`src/rtl/s1sct_pkg.sv`:
```
// Shared types, constants and lookup tables for the Set-1 scancode translator.
// Used by the front end, the job queue, the result sequencer and the top level.
`timescale 1ns / 1ps

package s1sct_pkg;

    localparam int QueueDepth = 4;

    // Opcodes carried on the request tuser
    localparam logic OpScan  = 1'b0;
    localparam logic OpClear = 1'b1;

    localparam logic [7:0] PrefixByte  = 8'hE0;
    localparam logic [6:0] RegularEnd  = 7'h3B;
    localparam logic [6:0] ExtUp       = 7'h48;
    localparam logic [6:0] ExtDown     = 7'h50;
    localparam logic [6:0] ExtRight    = 7'h4D;
    localparam logic [6:0] ExtLeft     = 7'h4B;
    localparam logic [6:0] ExtCtrl     = 7'h1D;
    localparam logic [6:0] ExtAlt      = 7'h38;
    localparam logic [6:0] UpperMask   = 7'h5F;
    localparam logic [6:0] AsciiEsc    = 7'h1B;
    localparam logic [6:0] AsciiBrack  = 7'h5B;
    localparam logic [6:0] AsciiCapA   = 7'h41;
    localparam logic [6:0] AsciiCapZ   = 7'h5A;
    localparam logic [6:0] CtrlOffset  = 7'h40;

    // Positional key codes
    localparam logic [6:0] KeyLShift = 7'd1;
    localparam logic [6:0] KeyRShift = 7'd2;
    localparam logic [6:0] KeyLCtrl  = 7'd3;
    localparam logic [6:0] KeyRCtrl  = 7'd4;
    localparam logic [6:0] KeyRAlt   = 7'd6;
    localparam logic [6:0] KeyUp     = 7'd8;
    localparam logic [6:0] KeyDown   = 7'd9;
    localparam logic [6:0] KeyLeft   = 7'd10;
    localparam logic [6:0] KeyRight  = 7'd11;

    // Work handed from the front end to the sequencer
    typedef struct packed {
        logic       arrow;     // send ESC [ final before the event
        logic       has_char;  // send chr before the event
        logic [6:0] chr;
        logic [6:0] key;
        logic       pressed;
    } t_job;

    // Tables padded to 64 entries; codes 0x3B and up are filtered before use.
    localparam logic [6:0] PosRom [0:63] = '{
        7'd0,  7'd12, 7'd44, 7'd45, 7'd46, 7'd47, 7'd48, 7'd49,
        7'd50, 7'd51, 7'd52, 7'd43, 7'd54, 7'd55, 7'd13, 7'd14,
        7'd33, 7'd39, 7'd21, 7'd34, 7'd36, 7'd41, 7'd37, 7'd25,
        7'd31, 7'd32, 7'd56, 7'd57, 7'd15, 7'd3,  7'd17, 7'd35,
        7'd20, 7'd22, 7'd23, 7'd24, 7'd26, 7'd27, 7'd28, 7'd59,
        7'd60, 7'd53, 7'd1,  7'd58, 7'd42, 7'd40, 7'd19, 7'd38,
        7'd18, 7'd30, 7'd29, 7'd61, 7'd62, 7'd63, 7'd2,  7'd64,
        7'd5,  7'd16, 7'd7,  7'd0,  7'd0,  7'd0,  7'd0,  7'd0
    };

    localparam logic [6:0] ShiftedRom [0:63] = '{
        7'h00, 7'h1B, 7'h21, 7'h40, 7'h23, 7'h24, 7'h25, 7'h5E,
        7'h26, 7'h2A, 7'h28, 7'h29, 7'h5F, 7'h2B, 7'h08, 7'h09,
        7'h51, 7'h57, 7'h45, 7'h52, 7'h54, 7'h59, 7'h55, 7'h49,
        7'h4F, 7'h50, 7'h7B, 7'h7D, 7'h0D, 7'h00, 7'h41, 7'h53,
        7'h44, 7'h46, 7'h47, 7'h48, 7'h4A, 7'h4B, 7'h4C, 7'h3A,
        7'h22, 7'h7E, 7'h00, 7'h7C, 7'h5A, 7'h58, 7'h43, 7'h56,
        7'h42, 7'h4E, 7'h4D, 7'h3C, 7'h3E, 7'h3F, 7'h00, 7'h2A,
        7'h00, 7'h20, 7'h00, 7'h00, 7'h00, 7'h00, 7'h00, 7'h00
    };

    localparam logic [6:0] PlainRom [0:63] = '{
        7'h00, 7'h1B, 7'h31, 7'h32, 7'h33, 7'h34, 7'h35, 7'h36,
        7'h37, 7'h38, 7'h39, 7'h30, 7'h2D, 7'h3D, 7'h08, 7'h09,
        7'h71, 7'h77, 7'h65, 7'h72, 7'h74, 7'h79, 7'h75, 7'h69,
        7'h6F, 7'h70, 7'h5B, 7'h5D, 7'h0D, 7'h00, 7'h61, 7'h73,
        7'h64, 7'h66, 7'h67, 7'h68, 7'h6A, 7'h6B, 7'h6C, 7'h3B,
        7'h27, 7'h60, 7'h00, 7'h5C, 7'h7A, 7'h78, 7'h63, 7'h76,
        7'h62, 7'h6E, 7'h6D, 7'h2C, 7'h2E, 7'h2F, 7'h00, 7'h2A,
        7'h00, 7'h20, 7'h00, 7'h00, 7'h00, 7'h00, 7'h00, 7'h00
    };

    // Final letter of the ESC [ x sequence for an arrow key
    function automatic logic [6:0] arrow_final(input logic [6:0] key);
        logic [6:0] fin;
        case (key)
            KeyUp:    fin = 7'h41;
            KeyDown:  fin = 7'h42;
            KeyRight: fin = 7'h43;
            default:  fin = 7'h44;
        endcase
        return fin;
    endfunction

endpackage

```
`src/rtl/s1sct_front.sv`:
```
// Front end: takes requests, tracks the shift/ctrl/prefix latches and turns
// each known scancode into a job for the sequencer. Depends on s1sct_pkg.
`timescale 1ns / 1ps

module s1sct_front (
    input  logic             i_clk,
    input  logic             i_rst_n,
    input  logic             i_valid,
    output logic             o_ready,
    input  logic             i_opcode,
    input  logic [7:0]       i_scan_byte,
    input  logic             i_queue_full,
    output logic             o_push,
    output s1sct_pkg::t_job  o_job
);

    logic r_shift, r_ctrl, r_prefix;
    logic n_shift, n_ctrl, n_prefix;
    logic       accept;
    logic       pressed;
    logic [6:0] code;
    logic [6:0] key;
    logic [6:0] chr;
    logic [6:0] upper;
    logic       emit;

    assign o_ready = !i_queue_full;
    assign accept  = i_valid && o_ready;
    assign pressed = !i_scan_byte[7];
    assign code    = i_scan_byte[6:0];

    always_comb begin
        n_shift = r_shift;
        n_ctrl  = r_ctrl;
        n_prefix = r_prefix;
        key   = '0;
        chr   = '0;
        upper = '0;
        emit  = 1'b0;
        o_job = '0;
        if (i_opcode == s1sct_pkg::OpClear) begin
            n_shift  = 1'b0;
            n_ctrl   = 1'b0;
            n_prefix = 1'b0;
        end else if (i_scan_byte == s1sct_pkg::PrefixByte) begin
            n_prefix = 1'b1;
        end else if (r_prefix) begin
            n_prefix = 1'b0;
            case (code)
                s1sct_pkg::ExtUp:    key = s1sct_pkg::KeyUp;
                s1sct_pkg::ExtDown:  key = s1sct_pkg::KeyDown;
                s1sct_pkg::ExtRight: key = s1sct_pkg::KeyRight;
                s1sct_pkg::ExtLeft:  key = s1sct_pkg::KeyLeft;
                s1sct_pkg::ExtCtrl: begin
                    key    = s1sct_pkg::KeyRCtrl;
                    n_ctrl = pressed;
                end
                s1sct_pkg::ExtAlt:   key = s1sct_pkg::KeyRAlt;
                default:             key = '0;
            endcase
            emit          = (key != '0);
            o_job.arrow   = pressed && (key inside {[s1sct_pkg::KeyUp:s1sct_pkg::KeyRight]});
            o_job.key     = key;
            o_job.pressed = pressed;
        end else if (code < s1sct_pkg::RegularEnd) begin
            key = s1sct_pkg::PosRom[code[5:0]];
            if (key == s1sct_pkg::KeyLShift || key == s1sct_pkg::KeyRShift) begin
                n_shift = pressed;
            end else if (key == s1sct_pkg::KeyLCtrl) begin
                n_ctrl = pressed;
            end
            // latches above already reflect this key before the lookup
            chr = n_shift ? s1sct_pkg::ShiftedRom[code[5:0]] : s1sct_pkg::PlainRom[code[5:0]];
            upper = chr & s1sct_pkg::UpperMask;
            if (n_ctrl && (upper inside {[s1sct_pkg::AsciiCapA:s1sct_pkg::AsciiCapZ]})) begin
                chr = upper - s1sct_pkg::CtrlOffset;
            end
            emit           = (key != '0);
            o_job.has_char = pressed && (chr != '0);
            o_job.chr      = chr;
            o_job.key      = key;
            o_job.pressed  = pressed;
        end
    end

    assign o_push = accept && emit;

    always_ff @(posedge i_clk) begin
        if (!i_rst_n) begin
            r_shift  <= 1'b0;
            r_ctrl   <= 1'b0;
            r_prefix <= 1'b0;
        end else if (accept) begin
            r_shift  <= n_shift;
            r_ctrl   <= n_ctrl;
            r_prefix <= n_prefix;
        end
    end

endmodule

```
`src/rtl/s1sct_queue.sv`:
```
// Small register queue of jobs between the front end and the sequencer.
// Depends on s1sct_pkg for the job type.
`timescale 1ns / 1ps

module s1sct_queue #(
    parameter int Depth = s1sct_pkg::QueueDepth
) (
    input  logic             i_clk,
    input  logic             i_rst_n,
    input  logic             i_push,
    input  s1sct_pkg::t_job  i_job,
    output logic             o_full,
    input  logic             i_pop,
    output logic             o_valid,
    output s1sct_pkg::t_job  o_head
);

    localparam int PtrW = (Depth > 1) ? $clog2(Depth) : 1;
    localparam int CntW = $clog2(Depth + 1);

    s1sct_pkg::t_job r_mem [0:Depth-1];
    logic [PtrW-1:0] r_wr, r_rd;
    logic [CntW-1:0] r_count;
    logic            do_push, do_pop;

    assign o_full  = (r_count == CntW'(Depth));
    assign o_valid = (r_count != '0);
    assign o_head  = r_mem[r_rd];
    assign do_push = i_push && !o_full;
    assign do_pop  = i_pop && o_valid;

    always_ff @(posedge i_clk) begin
        if (do_push) begin
            r_mem[r_wr] <= i_job;
        end
    end

    always_ff @(posedge i_clk) begin
        if (!i_rst_n) begin
            r_wr    <= '0;
            r_rd    <= '0;
            r_count <= '0;
        end else begin
            if (do_push) begin
                r_wr <= (r_wr == PtrW'(Depth - 1)) ? '0 : r_wr + 1'b1;
            end
            if (do_pop) begin
                r_rd <= (r_rd == PtrW'(Depth - 1)) ? '0 : r_rd + 1'b1;
            end
            case ({do_push, do_pop})
                2'b10:   r_count <= r_count + 1'b1;
                2'b01:   r_count <= r_count - 1'b1;
                default: r_count <= r_count;
            endcase
        end
    end

endmodule

```
`src/rtl/s1sct_seq.sv`:
```
// Result sequencer: expands each queued job into one to four results and holds
// them in an output register. Depends on s1sct_pkg.
`timescale 1ns / 1ps

module s1sct_seq (
    input  logic             i_clk,
    input  logic             i_rst_n,
    input  logic             i_job_valid,
    input  s1sct_pkg::t_job  i_job,
    output logic             o_pop,
    output logic             o_valid,
    input  logic             i_ready,
    output logic             o_is_event,
    output logic [6:0]       o_cooked_char,
    output logic [6:0]       o_key_code,
    output logic             o_key_pressed,
    output logic             o_last
);

    logic [1:0] r_step, last_step;
    logic       r_valid;
    logic       r_is_event, r_pressed;
    logic [6:0] r_char, r_key;
    logic       load, is_ev;
    logic [6:0] chr;

    // event is always the final result of a job
    assign last_step = i_job.arrow ? 2'd3 : (i_job.has_char ? 2'd1 : 2'd0);
    assign is_ev     = (r_step == last_step);
    assign load      = i_job_valid && (!r_valid || i_ready);
    assign o_pop     = load && is_ev;

    always_comb begin
        chr = i_job.chr;
        if (i_job.arrow) begin
            case (r_step)
                2'd0:    chr = s1sct_pkg::AsciiEsc;
                2'd1:    chr = s1sct_pkg::AsciiBrack;
                default: chr = s1sct_pkg::arrow_final(i_job.key);
            endcase
        end
    end

    always_ff @(posedge i_clk) begin
        if (!i_rst_n) begin
            r_step  <= '0;
            r_valid <= 1'b0;
        end else begin
            if (load) begin
                r_valid <= 1'b1;
                r_step  <= is_ev ? 2'd0 : r_step + 1'b1;
            end else if (i_ready) begin
                r_valid <= 1'b0;
            end
        end
    end

    always_ff @(posedge i_clk) begin
        if (load) begin
            r_is_event <= is_ev;
            r_char     <= is_ev ? 7'd0 : chr;
            r_key      <= is_ev ? i_job.key : 7'd0;
            r_pressed  <= is_ev ? i_job.pressed : 1'b0;
        end
    end

    assign o_valid       = r_valid;
    assign o_is_event    = r_is_event;
    assign o_cooked_char = r_char;
    assign o_key_code    = r_key;
    assign o_key_pressed = r_pressed;
    assign o_last        = r_is_event;

endmodule

```
`src/rtl/set1_scancode_translator_unit.sv`:
```
// Top level of the Set-1 scancode translator: front end, job queue, sequencer.
// Depends on s1sct_pkg, s1sct_front, s1sct_queue and s1sct_seq.
`timescale 1ns / 1ps

// Translates Set-1 keyboard scancode bytes into cooked ASCII characters and
// positional key events. A request is taken every cycle while the job queue
// has room; the front end updates the shift, ctrl and E0-prefix latches in
// the cycle it takes the request. The sequencer then sends the results of one
// request in order, each held while m_tready is low: one for a plain event, two
// for a key with a character, four for an arrow press (ESC [ x and the event);
// it sustains one result per cycle while m_tready is high. Requests that give
// no result (prefix byte, clear command, unknown codes) push no job.
// tlast marks the final result of a request, tuser set means a key event.
module set1_scancode_translator_unit #(
    parameter int QueueDepth = s1sct_pkg::QueueDepth
) (
    input  logic        i_clk,
    input  logic        i_rst_n,
    input  logic        s_tvalid,
    output logic        s_tready,
    input  logic [7:0]  s_tdata,   // [7:0] scan_byte
    input  logic        s_tuser,   // [0] opcode
    output logic        m_tvalid,
    input  logic        m_tready,
    output logic [15:0] m_tdata,   // [6:0] cooked_char, [13:7] key_code, [14] key_pressed
    output logic        m_tuser,   // [0] is_event
    output logic        m_tlast
);

    s1sct_pkg::t_job push_job, head_job;
    logic            push, full, pop, head_valid;
    logic [6:0]      cooked_char, key_code;
    logic            key_pressed;

    s1sct_front u_front (
        .i_clk        (i_clk),
        .i_rst_n      (i_rst_n),
        .i_valid      (s_tvalid),
        .o_ready      (s_tready),
        .i_opcode     (s_tuser),
        .i_scan_byte  (s_tdata),
        .i_queue_full (full),
        .o_push       (push),
        .o_job        (push_job)
    );

    s1sct_queue #(
        .Depth (QueueDepth)
    ) u_queue (
        .i_clk   (i_clk),
        .i_rst_n (i_rst_n),
        .i_push  (push),
        .i_job   (push_job),
        .o_full  (full),
        .i_pop   (pop),
        .o_valid (head_valid),
        .o_head  (head_job)
    );

    s1sct_seq u_seq (
        .i_clk         (i_clk),
        .i_rst_n       (i_rst_n),
        .i_job_valid   (head_valid),
        .i_job         (head_job),
        .o_pop         (pop),
        .o_valid       (m_tvalid),
        .i_ready       (m_tready),
        .o_is_event    (m_tuser),
        .o_cooked_char (cooked_char),
        .o_key_code    (key_code),
        .o_key_pressed (key_pressed),
        .o_last        (m_tlast)
    );

    assign m_tdata = {1'b0, key_pressed, key_code, cooked_char};

endmodule
```
`config.mk`:
```
export PLATFORM = sky130hd
export DESIGN_NAME = set1_scancode_translator_unit
export DESIGN_NICKNAME = d
export VERILOG_FILES = /design/src/rtl/s1sct_pkg.sv /design/src/rtl/s1sct_front.sv /design/src/rtl/s1sct_queue.sv /design/src/rtl/s1sct_seq.sv /design/src/rtl/set1_scancode_translator_unit.sv
export SDC_FILE = /design/constraint.sdc
export NUM_CORES = 1
export LEC_CHECK = 0
export BUFFER_PORTS_ARGS = -buffer_cell sky130_fd_sc_hd__buf_2
export CAP_MARGIN = 20
export CORE_MARGIN = 4
export CORE_UTILIZATION = 64
export CTS_BUF_LIST = sky130_fd_sc_hd__clkbuf_8
export DETAILED_ROUTE_END_ITERATION = 7
export GPL_ROUTABILITY_DRIVEN = 0
export GPL_TIMING_DRIVEN = 0
export MAX_ROUTING_LAYER = met4
export PLACE_DENSITY = 0.92
export SETUP_SLACK_MARGIN = 0.15
export SLEW_MARGIN = 40
export SYNTH_ARGS = -nofsm -noshare
export SYNTH_HDL_FRONTEND = slang
export SYNTH_SLANG_ARGS = --single-unit
```
`constraint.sdc`:
```
create_clock -name i_clk -period 5.3 [get_ports i_clk]
set_input_delay 1.06 -clock i_clk [delete_from_list [all_inputs] [get_ports i_clk]]
set_output_delay 1.06 -clock i_clk [all_outputs]
set_load 0.005 [all_outputs]
```
==> results of run 1 <==
## cell type report
cell class	instances	area, sq um	area share (%)
buffer	37	216	3.26
clock buffer	9	124	1.87
clock inverter	7	87.6	1.32
inverter	27	105	1.59
multi-input combinational	407	2930	44.1
sequential	99	2820	42.6
tap	111	139	2.09
timing repair buffer	38	210	3.17
## sequential cells by signal (all words and copies together) (netlist names), named ones only
| signal | flops |
|---|---|
| u_front.r_ctrl | 1 |
| u_front.r_prefix | 1 |
| u_front.r_shift | 1 |
| u_queue.r_count | 3 |
| u_queue.r_mem | 68 |
| u_queue.r_rd | 2 |
| u_queue.r_wr | 2 |
| u_seq.o_cooked_char | 7 |
| u_seq.o_is_event | 1 |
| u_seq.o_key_code | 7 |
| u_seq.o_key_pressed | 1 |
| u_seq.o_valid | 1 |
| u_seq.r_step | 2 |
## cells by family (layout without fill, tap and decap cells)
logic type | count (synthesis) | after routing | synth area share (%)
buffers and inverters | 64 | 118 | 5.23
multiplexers | 29 | 29 | 8.61
XOR/XNOR | 4 | 4 | 0.584
AO/OA/AOI/OAI | 128 | 128 | 15.0
AND/OR/NAND/NOR | 221 | 221 | 18.3
flip-flops | 99 | 99 | 47.0
adder cells (fa/ha/maj) | 24 | 24 | 5.13
other | 1 | 1 | 0.0625
## worst max-delay path, delay by kind of cell
family | cells | cell delay, ps
fa+ha+maj | 1 | 370
simple gates | 6 | 1790
compound gates | 2 | 550
mux | 2 | 500
xor+xnor | 1 | 350
buf+inv | 4 | 660
## power groups by stage
stage	logic, W	registers (W)	clock network [W]
after floorplan	0.000295	0.000947	0
after global placement	0.000406	0.000942	0
after detailed placement	0.000430	0.000945	0
after CTS	0.000436	0.000927	0.000508
after global routing	0.000497	0.000933	0.000542
final	0.000457	0.000927	0.000504
## metal layers
layer / track usage [%] / vias to the layer above
met5: - / -
li1: - / 2202
met2: 45.0 / 504
met4: 15.7 / 0
met3: 6.36 / 128
met1: 36.5 / 2295
## per-stage QoR
| step | std cells | TNS [ps] |
|---|---|---|
| 3_5_place_dp | 711 | -5210 |
| 6_report | 735 | 0 |
| 4_1_cts | 727 | 0 |
| 2_1_floorplan | 570 | 0 |
| 5_1_grt | 735 | 0 |
| 3_3_place_gp | 711 | -8060 |
## synthesized netlist by cell type (16+ instances only)
master / n / area, sq um
nor2b_1: 16 / 100
edfxtp_1: 84 / 2520
o21ai_0: 29 / 145
inv_1: 26 / 97.6
nand2b_1: 19 / 119
ha_1: 23 / 288
nor2_1: 62 / 233
nand2_1: 48 / 180
a21oi_1: 28 / 140
mux4_2: 18 / 405
## worst min path at each step
| stage | slack, ps | endpoint | cells after the start | from |
|---|---|---|---|---|
| after floorplan | 460 | u_front.r_shift | 2 | u_front.r_shift |
| after global placement | 460 | u_seq.o_valid | 2 | u_seq.o_valid |
| after detailed placement | 480 | u_seq.o_valid | 2 | u_seq.o_valid |
| after CTS | 490 | u_seq.o_valid | 2 | u_seq.o_valid |
| after global routing | 530 | u_seq.o_valid | 2 | u_seq.o_valid |
| final | 490 | u_seq.o_valid | 2 | u_seq.o_valid |
## what timing repair did
item / CTS / global route
buffers inserted: 0 / 8
endpoints found under the setup margin: 12 / 14
gates cloned: 0 / 0
hold buffers: 0 / 0
pin swaps: 0 / 2
gates resized for setup: 4 / 6
==> impl_metrics.env, run 1 <==
export IMPL_slew_viol_final=0
export IMPL_grtUsageTotal_pct=29.3
export IMPL_worstSkewPairLatency_ps=370
export IMPL_ant_nets=0
export IMPL_critPathMostFrequentCell="buf_2"
export IMPL_cts_root_buf="clkbuf_8"
export IMPL_die_h_um=105
export IMPL_die_area_sq_um=11000
export IMPL_core_area_sq_um=9200
export IMPL_crit_required_ps=5440
export IMPL_timing_hold_ws_ps=490
export IMPL_crit_fanout=10
export IMPL_setup_ws_ps=154
export IMPL_crit_start="s_tdata[0]"
export IMPL_wl_met1_um=5560
export IMPL_power_total_w=0.00189
export IMPL_routed_wl_met2_um=7080
export IMPL_rr_worst_depth=14
export IMPL_clock_fmax_ghz=0.194
export IMPL_top_layer_used="met4"
export IMPL_synth_ff_type="edfxtp_1"
export IMPL_cell_internal_pwr_w=0.00132
export IMPL_avgSynthCellArea_sq_um=10.5
export IMPL_relSlewSlack_pct=45.6
export IMPL_path_clk_slew_ps=100
export IMPL_critPathCapture="u_queue.r_mem[1][14]"
export IMPL_nets=656
export IMPL_seq_power_share_pct=49.1
export IMPL_postSynthCellCount=570
export IMPL_syn_nets=607
export IMPL_ys_seq_area_share_pct=47.0
export IMPL_maxCapViolCount=0
export IMPL_yosysWarnings=0
export IMPL_switchingPower_w=0.000573
export IMPL_worst_pin_slew_ps=805
export IMPL_cts_max_path_buffers=2
export IMPL_fillerInstances=606
export IMPL_start_util_pct=65.2
export IMPL_portBuffers=30
export IMPL_hold_viol=0
export IMPL_powerDensity_nw_per_um2=285
export IMPL_wl_met3_um=2020
export IMPL_grt_max_degree=19
export IMPL_cts_num_sinks=99
export IMPL_peakVddDrop_mv=0.166
export IMPL_hold_path_class="flop to flop"
export IMPL_final_common_cell="edfxtp_1"
export IMPL_critical_path_class="primary input to flop"
export IMPL_drcViolationCount=7
export IMPL_drt_iter0_markers=849
export IMPL_antenna_found_initial=0
export IMPL_cpMaxStageDelayCell="or4_1"
export IMPL_first_pass_iters=8
export IMPL_critPathMaxStageDelay_ps=600
export IMPL_place_ws_ps=-502
export IMPL_endpoint_kind="flop"
export IMPL_route_vias_total=5129
export IMPL_r2r_end="u_queue.r_count[2]"
export IMPL_vias_per_cell=6.98
export IMPL_post_dp_cell_area_sq_um=6320
export IMPL_combinationalPowerShare_pct=24.2
export IMPL_first_global_vias=4872
export IMPL_cts_buffers=9
export IMPL_grt_overflow=0
export IMPL_power_clock_fraction_pct=26.7
export IMPL_finalSetupViolations=0
export IMPL_synth_distinct_cells=72
export IMPL_period_share_pct=97.1
export IMPL_cts_tree="yes"
export IMPL_grt_pass1_wl_um=24700
export IMPL_post_route_cells_drive_above_1_share_pct=18.8
export IMPL_io_pins=33
export IMPL_fin_crit_ps=5150
export IMPL_antenna_cells=0
export IMPL_ctsHtreeMaxLevel=3
export IMPL_rows=35
export IMPL_skew_ps=13.4
export IMPL_post_dp_hpwl_um=10800
export IMPL_worstPathArrival_ps=5290
export IMPL_start_kind="primary input"
export IMPL_outcome="finished with violations"
export IMPL_violations="DRC"
export IMPL_syn_cell_area_sq_um=6000
export IMPL_final_cell_mix="84 x edfxtp_1, 57 x nor2_1, 48 x nand2_1"
export IMPL_swShare_pct=30.4
export IMPL_cellLeakagePower_nw=2.41
export IMPL_synth_edf_count=84
export IMPL_fin_util_pct=72.1
export IMPL_ys_ff_latch=99
export IMPL_worstPathCellList="buf_2, buf_2, inv_1, ha_1, nor2b_1, mux2_2, o22ai_1, nand2b_1, xnor2_1, and3_4, or2_1, buf_6, mux2i_1, nand2_1, or4_1, a311oi_2"
export IMPL_die_x_um=105
export IMPL_avgRoutedWirePerCell_um=21.1
export IMPL_final_area_sq_um=6630
export IMPL_r2r_slack_ps=1520
export IMPL_area_growth_syn_to_layout_pct=10.5
export IMPL_synthArstFlopShare_pct=0
export IMPL_drt_wl_total_um=15500
export IMPL_rsz0062_at_grt="no"
Power figures use the tool's default switching activity.
==> run 2, diff against run 1 <==
Settings changed: CORE_UTILIZATION 64 to 66, PLACE_DENSITY 0.92 to 0.94.
Clock period 5.3 ns to 6.2 ns, I/O delays scaled along.
==> run 2 against run 1 <==
Net effect:
- the flow now finishes without violations
- critical path depth shrank 1
- first-iteration DRC count down 17%
- design area decreased by 1.7%
- sequential share of layout area rose by 0.74 points
- routed wire length fell by 0.64%
- critical path type unchanged
- largest cell class unchanged
==> impl_metrics.env, run 2 (synthesis gave the netlist of run 1 again) <==
export IMPL_post_dp_hpwl_um=11100
export IMPL_worstPathArrival_ps=6000
export IMPL_worstPathCellList="buf_2, buf_2, inv_1, ha_1, nor2b_1, a21oi_1, a32oi_1, a21oi_1, and4bb_4, a21oi_1, nor2_1, a211oi_2, a211oi_1, or4_1, a311oi_1"
export IMPL_post_dp_cell_area_sq_um=6310
export IMPL_cts_buffers=9
export IMPL_hold_viol=0
export IMPL_peakVddDrop_mv=0.139
export IMPL_combinationalPowerShare_pct=23.9
export IMPL_relSlewSlack_pct=47.3
export IMPL_first_pass_iters=6
export IMPL_area_growth_syn_to_layout_pct=8.61
export IMPL_start_util_pct=68.5
export IMPL_finalSetupViolations=0
export IMPL_grtUsageTotal_pct=30.8
export IMPL_final_cell_mix="84 x edfxtp_1, 58 x nor2_1, 48 x nand2_1"
export IMPL_slew_viol_final=0
export IMPL_powerDensity_nw_per_um2=244
export IMPL_top_register="u_queue.r_mem"
export IMPL_route_vias_total=5043
export IMPL_crit_required_ps=6260
export IMPL_swShare_pct=29.9
export IMPL_cell_internal_pwr_w=0.00112
export IMPL_critPathTopFamily="compound AO/OA/AOI/OAI gates"
export IMPL_cts_num_sinks=99
export IMPL_ctsHtreeMaxLevel=3
export IMPL_cts_root_buf="clkbuf_8"
export IMPL_hold_path_class="flop to flop"
export IMPL_nets=648
export IMPL_endpoint_kind="flop"
export IMPL_grt_max_degree=19
export IMPL_worst_hold_path_num_cells=2
export IMPL_largest_register_ffs=68
export IMPL_grt_pass1_wl_um=24200
export IMPL_rr_worst_depth=14
export IMPL_antenna_found_initial=0
export IMPL_timing_setup_tns_ps=0
export IMPL_maxCapViolCount=0
export IMPL_cts_setup_buffers=0
export IMPL_critPathMostFrequentCell="a21oi_1"
export IMPL_final_area_sq_um=6520
export IMPL_die_area_sq_um=10700
export IMPL_grt_overflow=0
export IMPL_first_global_vias=4803
export IMPL_outcome="completed"
export IMPL_die_h_um=103
export IMPL_drt_iter0_markers=706
export IMPL_fin_crit_ps=5940
export IMPL_cellLeakagePower_nw=2.37
export IMPL_r2r_slack_ps=2290
export IMPL_critPathMaxStageDelay_ps=640
export IMPL_path_clk_slew_ps=100
export IMPL_io_pins=33
export IMPL_r2r_end="u_queue.r_count[2]"
export IMPL_period_share_pct=95.8
export IMPL_rows=34
export IMPL_cts_max_path_buffers=2
export IMPL_vias_per_cell=6.97
export IMPL_critical_path_class="primary input to flop"
export IMPL_fillerInstances=559
export IMPL_crit_fanout=10
export IMPL_ant_nets=0
export IMPL_multi_input_area_sq_um=2890
export IMPL_core_area_sq_um=8760
export IMPL_cts_tree="yes"
export IMPL_avgRoutedWirePerCell_um=21.3
export IMPL_hold_path_end="u_seq.o_valid"
export IMPL_clock_fmax_ghz=0.168
export IMPL_switchingPower_w=0.000477
export IMPL_post_route_cells_drive_above_1_share_pct=16.6
export IMPL_antenna_cells=0
export IMPL_rsz0062_at_grt="no"
export IMPL_post_cts_resized=0
export IMPL_regArea_sq_um=2820
export IMPL_portBuffers=30
export IMPL_postCtsHoldBufs=0
export IMPL_worst_pin_slew_ps=784
export IMPL_drcViolationCount=0
export IMPL_seq_power_share_pct=49.9
export IMPL_skew_ps=15.7
export IMPL_drt_wl_total_um=15400
export IMPL_die_x_um=103
export IMPL_final_common_cell="edfxtp_1"
export IMPL_worstSkewPairLatency_ps=360
export IMPL_power_clock_fraction_pct=26.2
export IMPL_hold_start="u_seq.o_valid"
export IMPL_crit_buf_inv=3
export IMPL_cpMaxStageDelayCell="or4_1"
export IMPL_start_kind="primary input"
run 2: area by class of cell:
| cell class | instances | area share, % |
|---|---|---|
| clock buffers | 9 | 1.90 |
| repair buffers | 30 | 2.30 |
| flip-flops and latches | 99 | 43.3 |
| inverters | 27 | 1.56 |
| multi-input cells | 407 | 44.4 |
| plain buffers | 37 | 3.28 |
| clock inverters | 7 | 1.17 |
| well taps | 108 | 2.07 |
run 2: metrics by stage:
step	util, %	total power, W	instances	setup WS [ps]	hold slack [ps]
finish	74.4	0.00159	724	258	490
global route	74.4	0.00166	724	176	518
CTS	74.3	0.00158	724	500	494
detailed placement	72.1	0.00118	708	160	480
global placement	71.7	0.00115	708	454	464
floorplan	-	0.00106	570	1430	455
run 2: worst max path at each step:
| stage | endpoint | startpoint | depth (start not counted) |
|---|---|---|---|
| CTS | u_queue.r_mem[3][14] | s_tdata[1] | 15 |
| detailed placement | u_queue.r_mem[2][13] | s_tdata[1] | 15 |
| floorplan | u_queue.r_mem[0][14] | s_tdata[1] | 15 |
| global placement | u_queue.r_mem[0][13] | s_tdata[1] | 15 |
| global route | u_queue.r_mem[1][13] | s_tdata[1] | 15 |
| finish | u_queue.r_mem[3][14] | s_tdata[1] | 15 |
run 2: power by group through the flow:
| stage | combinational (W) | clock (W) | sequential, W |
|---|---|---|---|
| after floorplan | 0.000252 | 0 | 0.000810 |
| after global placement | 0.000347 | 0 | 0.000805 |
| after detailed placement | 0.000368 | 0 | 0.000809 |
| after CTS | 0.000371 | 0.000418 | 0.000794 |
| after global routing | 0.000414 | 0.000447 | 0.000797 |
| final | 0.000381 | 0.000418 | 0.000794 |
run 2: per-layer routing:
layer	vias to the layer above	routed length [um]	GRT usage, %
met5	-	0	-
met4	0	1030	16.4
met3	114	1740	8.38
met2	447	7220	48.6
met1	2300	5440	36.0
li1	2182	-	-
run 2: worst reg2reg max path, delay by kind of cell, from the launching register on:
family          cells  cell delay [ps]
compound gates      1              210
simple gates        4              740
fa+ha+maj           2              590
buf+inv             4              940
xor+xnor            2              390
mux                 1              630
flops               1              340
